### src/rtl/core/bmp_pkg.sv
// Package for the BMP stream encoder: types, codes and header constants.
`timescale 1ns / 1ps

package bmp_pkg;

  // Largest width and height magnitude that the encoder accepts before saturating.
  localparam int MAX_DIM = 4096;

  localparam int WIDTH_W  = 13;
  localparam int HEIGHT_W = 14;
  localparam int ARR_W    = 28;

  localparam int CFG_INDEX_W = 8;
  localparam int CFG_DATA_W  = 14;

  localparam logic [CFG_INDEX_W-1:0] REG_IMAGE_WIDTH  = 8'd0;
  localparam logic [CFG_INDEX_W-1:0] REG_IMAGE_HEIGHT = 8'd1;

  localparam int QUEUE_DEPTH = 2;

  localparam logic [5:0]  HDR_LAST_POS   = 6'd53;
  localparam logic [7:0]  HDR_MAGIC_B    = 8'h42;
  localparam logic [7:0]  HDR_MAGIC_M    = 8'h4D;
  localparam logic [31:0] HDR_OFFSET     = 32'd54;
  localparam logic [31:0] HDR_RESERVED   = 32'h656E_6552;
  localparam logic [31:0] HDR_INFO_SIZE  = 32'd40;
  localparam logic [31:0] HDR_PLANES_BPP = 32'h0018_0001;
  localparam logic [31:0] HDR_DPM        = 32'd2835;

  typedef enum logic [1:0] {
    CMD_HEADER,
    CMD_PIXEL,
    CMD_ERROR
  } cmd_kind_t;

  typedef enum logic [1:0] {
    BK_IDLE,
    BK_HEADER,
    BK_PIXEL,
    BK_ERROR
  } bk_state_t;

  // One queued job for the byte sequencer.
  typedef struct packed {
    cmd_kind_t           kind;
    logic [WIDTH_W-1:0]  hdr_width;
    logic [HEIGHT_W-1:0] hdr_height;
    logic [ARR_W-1:0]    hdr_arr;
    logic                hdr_empty;
    logic [7:0]          px_blue;
    logic [7:0]          px_green;
    logic [7:0]          px_red;
    logic [1:0]          pad;
    logic                file_end;
  } cmd_t;

endpackage

### src/rtl/core/bmp_ifs.sv
// Valid/ready channel interfaces for the BMP stream encoder.
`timescale 1ns / 1ps

interface bmp_in_if;
  import bmp_pkg::*;
  logic        valid;
  logic        ready;
  logic        op;
  logic [31:0] pixel_word;

  modport source (output valid, output op, output pixel_word, input ready);
  modport sink   (input valid, input op, input pixel_word, output ready);
endinterface

interface bmp_out_if;
  import bmp_pkg::*;
  logic       valid;
  logic       ready;
  logic [7:0] out_byte;
  logic       last;
  logic       frame_done;
  logic       error;

  modport source (output valid, output out_byte, output last, output frame_done,
                  output error, input ready);
  modport sink   (input valid, input out_byte, input last, input frame_done,
                  input error, output ready);
endinterface

interface bmp_cfg_if;
  import bmp_pkg::*;
  logic                   valid;
  logic                   ready;
  logic [CFG_INDEX_W-1:0] index;
  logic [CFG_DATA_W-1:0]  data;

  modport source (output valid, output index, output data, input ready);
  modport sink   (input valid, input index, input data, output ready);
endinterface

### src/rtl/core/bmp_front.sv
// Front end: configuration registers, frame tracking and job classification.
`timescale 1ns / 1ps

module bmp_front (
  input  logic          clk,
  input  logic          rst_n,
  bmp_cfg_if.sink       cfg_ch,
  bmp_in_if.sink        in_ch,
  output logic          push_valid,
  output bmp_pkg::cmd_t push_data,
  input  logic          push_ready
);
  import bmp_pkg::*;

  logic [WIDTH_W-1:0]  image_width_r;
  logic [HEIGHT_W-1:0] image_height_r;
  logic [WIDTH_W-1:0]  cur_w_r, cur_w_nxt;
  logic [WIDTH_W-1:0]  cur_h_r, cur_h_nxt;
  logic [WIDTH_W-1:0]  col_r, col_nxt;
  logic [WIDTH_W-1:0]  row_r, row_nxt;
  logic                open_r, open_nxt;

  logic                accept;
  logic [WIDTH_W-1:0]  w_eff;
  logic                neg;
  logic [HEIGHT_W-1:0] mag_raw;
  logic [WIDTH_W-1:0]  mag;
  logic [14:0]         bw_sum;
  logic [14:0]         byte_w;
  logic [ARR_W-1:0]    arr;
  logic [HEIGHT_W-1:0] hfield;
  logic [WIDTH_W-1:0]  col_inc;
  logic [WIDTH_W-1:0]  row_inc;
  logic                row_end;
  logic                file_end;

  assign cfg_ch.ready = 1'b1;

  always_ff @(posedge clk) begin
    if (!rst_n) begin
      image_width_r  <= WIDTH_W'(1);
      image_height_r <= HEIGHT_W'(1);
    end else if (cfg_ch.valid) begin
      unique case (cfg_ch.index)
        REG_IMAGE_WIDTH:  image_width_r  <= cfg_ch.data[WIDTH_W-1:0];
        REG_IMAGE_HEIGHT: image_height_r <= cfg_ch.data[HEIGHT_W-1:0];
        default: ;
      endcase
    end
  end

  // Effective dimensions from the registers, saturated to the supported range.
  always_comb begin
    if (image_width_r == '0) begin
      w_eff = WIDTH_W'(1);
    end else if (image_width_r > WIDTH_W'(MAX_DIM)) begin
      w_eff = WIDTH_W'(MAX_DIM);
    end else begin
      w_eff = image_width_r;
    end
    neg     = image_height_r[HEIGHT_W-1];
    mag_raw = neg ? (HEIGHT_W'(0) - image_height_r) : image_height_r;
    if (mag_raw > HEIGHT_W'(MAX_DIM)) begin
      mag = WIDTH_W'(MAX_DIM);
    end else begin
      mag = mag_raw[WIDTH_W-1:0];
    end
    bw_sum = 15'({2'b00, w_eff}) + 15'({1'b0, w_eff, 1'b0}) + 15'd3;
    byte_w = {bw_sum[14:2], 2'b00};
    arr    = ARR_W'(byte_w) * ARR_W'(mag);
    hfield = neg ? (HEIGHT_W'(0) - {1'b0, mag}) : {1'b0, mag};
  end

  assign col_inc  = col_r + WIDTH_W'(1);
  assign row_inc  = row_r + WIDTH_W'(1);
  assign row_end  = (col_inc >= cur_w_r);
  assign file_end = row_end && (row_inc >= cur_h_r);

  assign in_ch.ready = push_ready;
  assign push_valid  = in_ch.valid;
  assign accept      = in_ch.valid && push_ready;

  always_comb begin
    push_data            = '0;
    push_data.hdr_width  = w_eff;
    push_data.hdr_height = hfield;
    push_data.hdr_arr    = arr;
    push_data.hdr_empty  = (mag == '0);
    push_data.px_blue    = in_ch.pixel_word[15:8];
    push_data.px_green   = in_ch.pixel_word[23:16];
    push_data.px_red     = in_ch.pixel_word[31:24];
    push_data.pad        = row_end ? cur_w_r[1:0] : 2'b00;
    push_data.file_end   = file_end;

    cur_w_nxt = cur_w_r;
    cur_h_nxt = cur_h_r;
    col_nxt   = col_r;
    row_nxt   = row_r;
    open_nxt  = open_r;

    if (!in_ch.op) begin
      push_data.kind = CMD_HEADER;
    end else if (!open_r) begin
      push_data.kind = CMD_ERROR;
    end else begin
      push_data.kind = CMD_PIXEL;
    end

    if (accept) begin
      if (!in_ch.op) begin
        cur_w_nxt = w_eff;
        cur_h_nxt = mag;
        col_nxt   = '0;
        row_nxt   = '0;
        open_nxt  = (mag != '0);
      end else if (open_r) begin
        col_nxt = col_inc;
        if (row_end) begin
          col_nxt = '0;
          row_nxt = row_inc;
          if (file_end) begin
            row_nxt  = '0;
            open_nxt = 1'b0;
          end
        end
      end
    end
  end

  always_ff @(posedge clk) begin
    if (!rst_n) begin
      cur_w_r <= WIDTH_W'(1);
      cur_h_r <= '0;
      col_r   <= '0;
      row_r   <= '0;
      open_r  <= 1'b0;
    end else begin
      cur_w_r <= cur_w_nxt;
      cur_h_r <= cur_h_nxt;
      col_r   <= col_nxt;
      row_r   <= row_nxt;
      open_r  <= open_nxt;
    end
  end

endmodule

### src/rtl/core/bmp_cmd_queue.sv
// Two-entry job queue between the front end and the byte sequencer.
`timescale 1ns / 1ps

module bmp_cmd_queue (
  input  logic          clk,
  input  logic          rst_n,
  input  logic          push_valid,
  input  bmp_pkg::cmd_t push_data,
  output logic          push_ready,
  output logic          pop_valid,
  output bmp_pkg::cmd_t pop_data,
  input  logic          pop
);
  import bmp_pkg::*;

  localparam int PTR_W = $clog2(QUEUE_DEPTH);

  cmd_t             slot_r [QUEUE_DEPTH];
  logic [PTR_W-1:0] wr_ptr_r, wr_ptr_nxt;
  logic [PTR_W-1:0] rd_ptr_r, rd_ptr_nxt;
  logic [PTR_W:0]   count_r, count_nxt;
  logic             do_push;
  logic             do_pop;

  assign push_ready = (count_r != (PTR_W+1)'(QUEUE_DEPTH));
  assign pop_valid  = (count_r != '0);
  assign pop_data   = slot_r[rd_ptr_r];
  assign do_push    = push_valid && push_ready;
  assign do_pop     = pop && pop_valid;

  always_comb begin
    wr_ptr_nxt = do_push ? wr_ptr_r + PTR_W'(1) : wr_ptr_r;
    rd_ptr_nxt = do_pop  ? rd_ptr_r + PTR_W'(1) : rd_ptr_r;
    count_nxt  = count_r + (PTR_W+1)'(do_push) - (PTR_W+1)'(do_pop);
  end

  always_ff @(posedge clk) begin
    if (do_push) begin
      slot_r[wr_ptr_r] <= push_data;
    end
  end

  always_ff @(posedge clk) begin
    if (!rst_n) begin
      wr_ptr_r <= '0;
      rd_ptr_r <= '0;
      count_r  <= '0;
    end else begin
      wr_ptr_r <= wr_ptr_nxt;
      rd_ptr_r <= rd_ptr_nxt;
      count_r  <= count_nxt;
    end
  end

endmodule

### src/rtl/core/bmp_back.sv
// Byte sequencer: turns queued jobs into file bytes through an output register.
`timescale 1ns / 1ps

module bmp_back (
  input  logic          clk,
  input  logic          rst_n,
  input  logic          pop_valid,
  input  bmp_pkg::cmd_t pop_data,
  output logic          pop,
  bmp_out_if.source     out_ch
);
  import bmp_pkg::*;

  bk_state_t  state_r, state_nxt;
  cmd_t       cur_r, cur_nxt;
  logic [5:0] pos_r, pos_nxt;

  logic       out_valid_r;
  logic [7:0] out_byte_r;
  logic       out_last_r;
  logic       out_done_r;
  logic       out_err_r;

  logic       load_ok;
  logic       emit;
  logic [7:0] emit_byte;
  logic       emit_last;
  logic       emit_done;
  logic       emit_err;

  // The header is thirteen little-endian words after the two magic bytes.
  function automatic logic [7:0] header_byte(input logic [5:0] pos, input cmd_t c);
    logic [5:0]  off;
    logic [31:0] word;
    logic [31:0] arr32;
    off   = pos - 6'd2;
    arr32 = {{(32-ARR_W){1'b0}}, c.hdr_arr};
    case (off[5:2])
      4'd0:    word = HDR_OFFSET + arr32;
      4'd1:    word = HDR_RESERVED;
      4'd2:    word = HDR_OFFSET;
      4'd3:    word = HDR_INFO_SIZE;
      4'd4:    word = {{(32-WIDTH_W){1'b0}}, c.hdr_width};
      4'd5:    word = {{(32-HEIGHT_W){c.hdr_height[HEIGHT_W-1]}}, c.hdr_height};
      4'd6:    word = HDR_PLANES_BPP;
      4'd8:    word = arr32;
      4'd9:    word = HDR_DPM;
      4'd10:   word = HDR_DPM;
      default: word = 32'd0;
    endcase
    if (pos == 6'd0) begin
      return HDR_MAGIC_B;
    end else if (pos == 6'd1) begin
      return HDR_MAGIC_M;
    end
    return word[8*off[1:0] +: 8];
  endfunction

  assign load_ok = !out_valid_r || out_ch.ready;

  always_comb begin
    state_nxt = state_r;
    cur_nxt   = cur_r;
    pos_nxt   = pos_r;
    pop       = 1'b0;
    emit      = 1'b0;
    emit_byte = 8'd0;
    emit_last = 1'b0;
    emit_done = 1'b0;
    emit_err  = 1'b0;

    unique case (state_r)
      BK_IDLE: begin
      end
      BK_HEADER: begin
        emit      = load_ok;
        emit_byte = header_byte(pos_r, cur_r);
        emit_last = (pos_r == HDR_LAST_POS);
        emit_done = emit_last && cur_r.hdr_empty;
      end
      BK_PIXEL: begin
        emit = load_ok;
        case (pos_r)
          6'd0:    emit_byte = cur_r.px_blue;
          6'd1:    emit_byte = cur_r.px_green;
          6'd2:    emit_byte = cur_r.px_red;
          default: emit_byte = 8'd0;
        endcase
        emit_last = (pos_r == 6'd2 + {4'd0, cur_r.pad});
        emit_done = emit_last && cur_r.file_end;
      end
      BK_ERROR: begin
        emit      = load_ok;
        emit_last = 1'b1;
        emit_err  = 1'b1;
      end
      default: begin
      end
    endcase

    if (emit && !emit_last) begin
      pos_nxt = pos_r + 6'd1;
    end

    // Take the next job on the last byte of this one, or at once when idle.
    if ((state_r == BK_IDLE) || (emit && emit_last)) begin
      state_nxt = BK_IDLE;
      if (pop_valid) begin
        pop     = 1'b1;
        cur_nxt = pop_data;
        pos_nxt = 6'd0;
        unique case (pop_data.kind)
          CMD_HEADER: state_nxt = BK_HEADER;
          CMD_PIXEL:  state_nxt = BK_PIXEL;
          CMD_ERROR:  state_nxt = BK_ERROR;
          default:    state_nxt = BK_IDLE;
        endcase
      end
    end
  end

  always_ff @(posedge clk) begin
    if (!rst_n) begin
      state_r <= BK_IDLE;
      pos_r   <= 6'd0;
    end else begin
      state_r <= state_nxt;
      pos_r   <= pos_nxt;
    end
  end

  always_ff @(posedge clk) begin
    cur_r <= cur_nxt;
  end

  always_ff @(posedge clk) begin
    if (!rst_n) begin
      out_valid_r <= 1'b0;
    end else if (emit) begin
      out_valid_r <= 1'b1;
    end else if (out_ch.ready) begin
      out_valid_r <= 1'b0;
    end
  end

  always_ff @(posedge clk) begin
    if (emit) begin
      out_byte_r <= emit_byte;
      out_last_r <= emit_last;
      out_done_r <= emit_done;
      out_err_r  <= emit_err;
    end
  end

  assign out_ch.valid      = out_valid_r;
  assign out_ch.out_byte   = out_byte_r;
  assign out_ch.last       = out_last_r;
  assign out_ch.frame_done = out_done_r;
  assign out_ch.error      = out_err_r;

endmodule

### src/rtl/core/bmp24_stream_encoder.sv
// Top level of the 24-bit BMP byte-stream encoder.
//
//   channel  | direction | payload                              | transfer when
//   ---------+-----------+--------------------------------------+-------------------
//   cfg_ch   | in        | index (8), data (14)                 | valid && ready
//   in_ch    | in        | op (1), pixel_word (32)              | valid && ready
//   out_ch   | out       | out_byte (8), last, frame_done, error| valid && ready
//
// One byte leaves per unstalled cycle: a start item gives 54 bytes, a pixel 3 bytes plus
// up to 3 padding bytes at a row end, an error answer one byte. An item that finds the
// sequencer idle passes through a job queue slot, the sequencer's job register and the
// output register before its first byte is presented.
// The front end and a two-entry job queue keep accepting items while bytes stall, until the queue is full.
// Reset is synchronous and active low; cfg_ch is always ready.
`timescale 1ns / 1ps

module bmp24_stream_encoder (
  input  logic      clk,
  input  logic      rst_n,
  bmp_cfg_if.sink   cfg_ch,
  bmp_in_if.sink    in_ch,
  bmp_out_if.source out_ch
);
  import bmp_pkg::*;

  logic push_valid;
  cmd_t push_data;
  logic push_ready;
  logic pop_valid;
  cmd_t pop_data;
  logic pop;

  bmp_front u_front (
    .clk        (clk),
    .rst_n      (rst_n),
    .cfg_ch     (cfg_ch),
    .in_ch      (in_ch),
    .push_valid (push_valid),
    .push_data  (push_data),
    .push_ready (push_ready)
  );

  bmp_cmd_queue u_queue (
    .clk        (clk),
    .rst_n      (rst_n),
    .push_valid (push_valid),
    .push_data  (push_data),
    .push_ready (push_ready),
    .pop_valid  (pop_valid),
    .pop_data   (pop_data),
    .pop        (pop)
  );

  bmp_back u_back (
    .clk       (clk),
    .rst_n     (rst_n),
    .pop_valid (pop_valid),
    .pop_data  (pop_data),
    .pop       (pop),
    .out_ch    (out_ch)
  );

endmodule

### src/flat_wrapper.sv
// flat-port wrapper written by rule: the top's interface ports become plain ports
module bmp24_stream_encoder_flat import bmp_pkg::*;
  (clk, rst_n, cfg_ch_valid, cfg_ch_index, cfg_ch_data, cfg_ch_ready, in_ch_valid, in_ch_op, in_ch_pixel_word, in_ch_ready, out_ch_valid, out_ch_out_byte, out_ch_last, out_ch_frame_done, out_ch_error, out_ch_ready);
  bmp_cfg_if cfg_ch_i ();
  bmp_in_if in_ch_i ();
  bmp_out_if out_ch_i ();
  input  logic clk;
  input  logic rst_n;
  input wire logic [$bits(cfg_ch_i.valid)-1:0] cfg_ch_valid;
  input wire logic [$bits(cfg_ch_i.index)-1:0] cfg_ch_index;
  input wire logic [$bits(cfg_ch_i.data)-1:0] cfg_ch_data;
  output wire logic [$bits(cfg_ch_i.ready)-1:0] cfg_ch_ready;
  input wire logic [$bits(in_ch_i.valid)-1:0] in_ch_valid;
  input wire logic [$bits(in_ch_i.op)-1:0] in_ch_op;
  input wire logic [$bits(in_ch_i.pixel_word)-1:0] in_ch_pixel_word;
  output wire logic [$bits(in_ch_i.ready)-1:0] in_ch_ready;
  output wire logic [$bits(out_ch_i.valid)-1:0] out_ch_valid;
  output wire logic [$bits(out_ch_i.out_byte)-1:0] out_ch_out_byte;
  output wire logic [$bits(out_ch_i.last)-1:0] out_ch_last;
  output wire logic [$bits(out_ch_i.frame_done)-1:0] out_ch_frame_done;
  output wire logic [$bits(out_ch_i.error)-1:0] out_ch_error;
  input wire logic [$bits(out_ch_i.ready)-1:0] out_ch_ready;
  assign cfg_ch_i.valid = cfg_ch_valid;
  assign cfg_ch_i.index = cfg_ch_index;
  assign cfg_ch_i.data = cfg_ch_data;
  assign cfg_ch_ready = cfg_ch_i.ready;
  assign in_ch_i.valid = in_ch_valid;
  assign in_ch_i.op = in_ch_op;
  assign in_ch_i.pixel_word = in_ch_pixel_word;
  assign in_ch_ready = in_ch_i.ready;
  assign out_ch_valid = out_ch_i.valid;
  assign out_ch_out_byte = out_ch_i.out_byte;
  assign out_ch_last = out_ch_i.last;
  assign out_ch_frame_done = out_ch_i.frame_done;
  assign out_ch_error = out_ch_i.error;
  assign out_ch_i.ready = out_ch_ready;
  bmp24_stream_encoder u_core (.clk(clk), .rst_n(rst_n), .cfg_ch(cfg_ch_i), .in_ch(in_ch_i), .out_ch(out_ch_i));
endmodule
### config.mk
export PLATFORM = sky130hd
export DESIGN_NAME = bmp24_stream_encoder_flat
export DESIGN_NICKNAME = d
export VERILOG_FILES = /design/src/rtl/core/bmp_pkg.sv /design/src/rtl/core/bmp_ifs.sv /design/src/rtl/core/bmp_front.sv /design/src/rtl/core/bmp_cmd_queue.sv /design/src/rtl/core/bmp_back.sv /design/src/rtl/core/bmp24_stream_encoder.sv /design/src/flat_wrapper.sv
export SDC_FILE = /design/constraint.sdc
export NUM_CORES = 1
export LEC_CHECK = 0
export BUFFER_PORTS_ARGS = -buffer_cell sky130_fd_sc_hd__buf_2
export CORE_ASPECT_RATIO = 0.7
export CORE_UTILIZATION = 40
export CTS_BUF_LIST = sky130_fd_sc_hd__clkbuf_4 sky130_fd_sc_hd__clkbuf_8
export DETAILED_ROUTE_END_ITERATION = 8
export PLACE_DENSITY = 0.56
export SLEW_MARGIN = 25
export SYNTH_ARGS = -nofsm -noshare
export SYNTH_HDL_FRONTEND = slang
export SYNTH_HIERARCHICAL = 1
export SYNTH_SLANG_ARGS = --single-unit
### constraint.sdc
create_clock -name clk -period 8.4 [get_ports clk]
set_clock_uncertainty 0.05 [all_clocks]
set_input_delay 0.84 -clock clk [delete_from_list [all_inputs] [get_ports clk]]
set_output_delay 0.84 -clock clk [all_outputs]
set_load 0.005 [all_outputs]
======== Yosys cells after proc, flatten, opt, wreduce, memory -nomap -nowiden ========
Memory sizes are Yosys's and may differ from the RTL's. A register that Yosys moved wholly into a read port is not among the register bits.
Index checks and enable logic that the tools add are counted.
Widths: inputs -> output; s select.
storage, ports and cells
  memories ................................ 1
  output and inout port bits .............. 14
  flip-flop bits (word level) ............. 187
  input bits .............................. 60
  memory bits (writable) .................. 166
  word-level logic and storage cells ...... 145
operators by class
  bitwise operators ....................... 1
  order comparisons ....................... 4
  multipliers ............................. 1
  mux-type cells .......................... 46
  eq/ne operators ......................... 22
  add/subtract/negate cells ............... 14
  reduce and logical (&&, ||, !) cells .... 29
  shift-type cells ........................ 1
memories
  name                   depth  width  rd ports  clocked after Yosys merged registers in  write ports  line                 source
  u_core.u_queue.slot_r  2      83     1         1                                        1            bmp_cmd_queue.sv:18  cmd_t slot_r [QUEUE_DEPTH];
operators by type and width
  operator               count
  $pmux 32 s9            1
  $mux 13                10
  $mux 32                1
  $shiftx 32x6->8        1
  $add 6x28->29 const A  1
  $mux 14                2
  $add 13x1->13 const B  2
  $ge 13x13->1           2
  $logic_not 13->1       2
  $mul 13x13->26         1
  $mux 8                 3
  $pmux 8 s3             1
  $mux 6                 3
  $mux 1                 17
  $pmux 8 s2             1
  $add 13x14->15         1
  $add 15x2->15 const B  1
  $gt 14x13->1 const B   1
  $sub 1x13->14 const A  1
  $sub 1x14->14 const A  1
  $gt 13x13->1 const B   1
  $reduce_bool 13->1     1
  $eq 4x3->1 const B     3
  $eq 4x4->1 const B     3
  34 further kinds       57

======== Logic depth before layout (Yosys ltp) ========
  depth in word-level cells ............... 9
  mapped depth ............................ 32
  gate-level depth less buffers ........... 31

======== Cells and area by module ========
The synthesis kept the hierarchy.
by module, submodules not included
  module         cells an instance  area each (µm²)  instances  seq. area each (µm²)
  bmp_front      1480               11740.0          1          1601.5
  bmp_cmd_queue  293                6403.6           1          5205.0
  bmp_back       495                5560.3           1          3002.9

======== Worst setup path after synthesis ========
OpenSTA, ideal clock, no wires.
  kind .................................... reg2reg
  from .................................... register u_core.u_front.image_width_r[12]
  to ...................................... memory u_core/u_queue/slot_r[0][53] (netlist bit), data pin
  setup time .............................. 270 ps
  path slack .............................. 469 ps
  stages on the path, launching flop included .. 31
  arrival ................................. 7611 ps
  buffers on the path ..................... 3
  data required time ...................... 8080 ps
  clock period less this slack ............ 7931 ps
  cells stage by stage .................... dfxtp_1 clkbuf_1 clkbuf_1 nor2b_1 ha_1 ha_1 nand2_1 nor4b_1 o21ai_0 a211oi_1 o21ai_0 xor2_1 clkbuf_1 nor2_1 fa_1 inv_1 fa_1 inv_1 fa_1 fa_1 inv_1 fa_1 inv_1 ha_1 o211ai_1 a21boi_0 a21oi_1 o21a_1 o311a_1 nor3_1 xor2_1
RTL lines
  item                      line                 source
  start: declaration        bmp_front.sv:15      logic [WIDTH_W-1:0] image_width_r;
  start signal: assignment  bmp_front.sv:45      REG_IMAGE_WIDTH: image_width_r <= cfg_ch.data[WIDTH_W-1:0];
  end: declaration          bmp_cmd_queue.sv:18

==> impl_metrics.env <==
export IMPL_dp_hpwl_um=44400
export IMPL_grt_first_pass_wirelength_um=93200
export IMPL_reg2reg_from="u_core/u_front/image_width_r[4]"
export IMPL_fin_tns_setup_ns=0
export IMPL_tightestPinTransition_ns=0.868
export IMPL_die_area_um2=60300
export IMPL_synthToLayoutAreaGrowth_pct=10.1
export IMPL_cap_violations=0
export IMPL_route_detailed_drc=0
export IMPL_viasPerCell=5.31
export IMPL_max_stage_delay_ns=0.61
export IMPL_clock_sinks=358
export IMPL_drive_gt1_share_pct=14.1
export IMPL_pin_count=74
export IMPL_rows=74
export IMPL_grt_max_degree=85
export IMPL_power_density_nw_per_um2=190
export IMPL_synth_most_common_cell="edfxtp_1"
export IMPL_grt_remaining_overflow=0
export IMPL_synthArstFlopShare_pct=0
export IMPL_fin_nets=2648
export IMPL_antenna_found_initial=1
export IMPL_synth_edff_count=264
export IMPL_cp_num_buf_inv=6
export IMPL_synth_area_leaders="edfxtp_1 (33%), fa_1 (10%), dfxtp_1 (7.9%)"
export IMPL_cpMaxStageDelayCell="fa_1"
export IMPL_ys_top_cells_by_count="edfxtp_1 (264), inv_1 (213), nor2_1 (206)"
export IMPL_port_buffers=64
export IMPL_use_met2_pct=28.3
export IMPL_dr_pass1_iters=7
export IMPL_cp_top_family="adder cells"
export IMPL_coreArea_um2=58400
export IMPL_synth_top_area_share_pct=33.4
export IMPL_ir_drop_mv=0.219
export IMPL_reg2reg_slack_ns=0.49
export IMPL_vias=16800
export IMPL_fp_dieH_um=206
export IMPL_hold_path_class="primary input to flop"
export IMPL_syn_inst=2268
export IMPL_met3_usage_pct=3.94
export IMPL_initial_core_util_pct=40.6
export IMPL_timing_reg2reg_worst_path_depth=32
export IMPL_ant_nets=0
export IMPL_drt_wirelength_per_cell_um=18.9
export IMPL_crit_path_end_kind="flop"
export IMPL_grt_use_total_pct=19.8
export IMPL_critPathMaxFanout=4
export IMPL_die_width_um=293
export IMPL_ys_seq_elements=358
export IMPL_critPathArrivalTime_ns=8.19
export IMPL_drtIter0Drc=1172
export IMPL_grt_busiest_layer="met1"
export IMPL_worstHoldEndpoint="u_core/u_queue/slot_r[1][11]"
export IMPL_timing_final_max_slew_violations=0
export IMPL_synth_area_per_cell_um2=10.5
export IMPL_post_route_min_period_ns=7.91
export IMPL_worstHoldStart="in_ch_pixel_word[16]"
export IMPL_period_share_pct=94.2
export IMPL_holdPathStages=1
export IMPL_fmax_ghz=0.126
export IMPL_critical_path_class="flop to flop"
export IMPL_holdWs_ns=0.329
export IMPL_syn_cell_area_um2=23700
export IMPL_tritoncts="yes"
export IMPL_yosys_warnings=6
export IMPL_ys_seq_area_share_pct=41.4
export IMPL_use_met1_pct=30.7
export IMPL_clock_path_buffers=3
export IMPL_outcome="finished, final reports clean"
export IMPL_synth_distinct_cells=94
export IMPL_clockRootBuffer="clkbuf_8"
export IMPL_crit_cells=32
export IMPL_cts_clk_slew_worst_paths_ns=0.07
export IMPL_grt_pass1_vias=16200
export IMPL_synthFlopType="edfxtp_1"
export IMPL_slew_limit_headroom_pct=41.6
export IMPL_numCtsBuffers=54
export IMPL_synth_top_area_cell="edfxtp_1"
export IMPL_drt_total_wl_um=59900
export IMPL_crit_required_ns=8.68
export IMPL_final_hold_viol_count=0
export IMPL_globalplace_congestion=0.895
export IMPL_rr_endpoint="u_core/u_queue/slot_r[0][54]"
export IMPL_rsz0062_at_grt="false"
export IMPL_p_leak_uw=0.0104
export IMPL_clock_latency_ns=0.64
export IMPL_cp_start_kind="flop"
export IMPL_setup_viol=0
export IMPL_htree_num_levels=2
repair_timing:
action / in CTS / in global routing
setup endpoints to repair: 0 / 16
buffers inserted: 0 / 2
hold buffers: 0 / 0
resized for setup: 0 / 12
hold endpoints to repair: 0 / 0
report_power, final:
| group | leakage, uW | switching (uW) | internal (uW) |
|---|---|---|---|
| Combinational | 0.00662 | 620 | 316 |
| Clock | 0.000602 | 707 | 799 |
| Sequential | 0.00322 | 184 | 2340 |
metal layers:
| layer | vias to the layer above | share of wire (%) |
|---|---|---|
| met4 | 0 | 1.2 |
| met5 | - | 0 |
| li1 | 8107 | - |
| met2 | 510 | 41 |
| met3 | 53 | 7.0 |
| met1 | 8179 | 51 |
cells in the final DEF (no fill, tap or decap), types with 11 or more instances in the layout:
cell type / count
or2_2: 19
nor4_1: 16
clkbuf_4: 19
nor2_1: 204
nand2b_1: 27
xnor2_1: 66
and3_1: 15
edfxtp_1: 264
or4_1: 12
dfxtp_1: 93
mux2_2: 46
a21oi_1: 82
nand3_1: 63
and2_1: 21
inv_1: 211
fa_1: 121
nor3_1: 35
a31oi_1: 16
buf_4: 74
xor2_1: 35
buf_2: 64
nand2_1: 193
clkbuf_8: 62
or3_1: 23
ha_1: 134
o21ai_0: 54
o31ai_1: 15
nor2b_1: 23
mux2i_1: 36
nand4_1: 23
a211oi_1: 11
o2111ai_1: 11
mux2_1: 50
o211ai_1: 20
cells by family (layout without fill, tap and decap cells):
| logic type | after synthesis | count (layout) | synth area share, % |
|---|---|---|---|
| adders and majority gates | 255 | 255 | 17.3 |
| xor gates and xnor gates | 102 | 102 | 3.77 |
| muxes | 132 | 132 | 6.08 |
| buffers and inverters | 348 | 455 | 6.45 |
| other | 2 | 4 | 0.0317 |
| DFF | 358 | 358 | 41.4 |
| and+or+nand+nor | 728 | 728 | 15.0 |
| AOI/OAI and AO/OA | 343 | 343 | 10.0 |
layout make-up:
| class | instances | area, um^2 |
|---|---|---|
| well taps | 798 | 998 |
| diodes | 1 | 2.50 |
| multi-input cells | 1563 | 12400 |
| repair buffers | 140 | 898 |
| fillers | 5497 | 32300 |
| flip-flops and latches | 358 | 9810 |
| clock buffers | 81 | 996 |
| clock inverters | 18 | 149 |
| inverters | 216 | 812 |
flip-flops by register name, indices dropped and copies added (netlist names), named ones only:
signal / cells
u_core/u_back/out_ch.valid: 1
u_core/u_back/out_ch.out_byte: 8
u_core/u_back/state_r: 2
u_core/u_back/pos_r: 6
u_core/u_queue/count_r: 2
u_core/u_back/out_ch.error: 1
u_core/u_queue/rd_ptr_r: 1
u_core/u_back/cur_r: 83
u_core/u_front/image_height_r: 14
u_core/u_front/col_r: 13
u_core/u_back/out_ch.last: 1
u_core/u_queue/wr_ptr_r: 1
u_core/u_front/cur_w_r: 13
u_core/u_front/cur_h_r: 13
u_core/u_front/open_r: 1
u_core/u_queue/slot_r: 170
u_core/u_front/row_r: 13
u_core/u_front/image_width_r: 13
u_core/u_back/out_ch.frame_done: 1
metrics by stage:
stage | instance area (um^2) | total power [uW] | instances | worst slack (ns) | utilization, %
6_report | 26100 | 4970 | 3175 | 0.491 | 44.7
5_1_grt | 26100 | 5220 | 3175 | 0.00280 | 44.7
4_1_cts | 26000 | 5020 | 3172 | 0.196 | 44.6
3_5_place_dp | 24900 | 3510 | 3073 | 0.172 | 42.6
3_3_place_gp | 24900 | 3490 | 3073 | 0.304 | 42.6
2_1_floorplan | 23700 | 3200 | 2269 | 0.469 | -
worst max-delay path by stage:
stage	startpoint	to
final	u_core/u_front/image_width_r[4]	u_core/u_queue/slot_r[0][54]
after global routing	u_core/u_front/image_width_r[1]	u_core/u_queue/slot_r[1][54]
after CTS	u_core/u_front/image_width_r[12]	u_core/u_queue/slot_r[1][52]
after detailed placement	u_core/u_front/image_width_r[12]	u_core/u_queue/slot_r[1][52]
after global placement	u_core/u_front/image_width_r[12]	u_core/u_queue/slot_r[0][52]
after floorplan	u_core/u_front/image_width_r[12]	u_core/u_queue/slot_r[0][53]
Note: power is estimated with default switching activity, not from simulation.
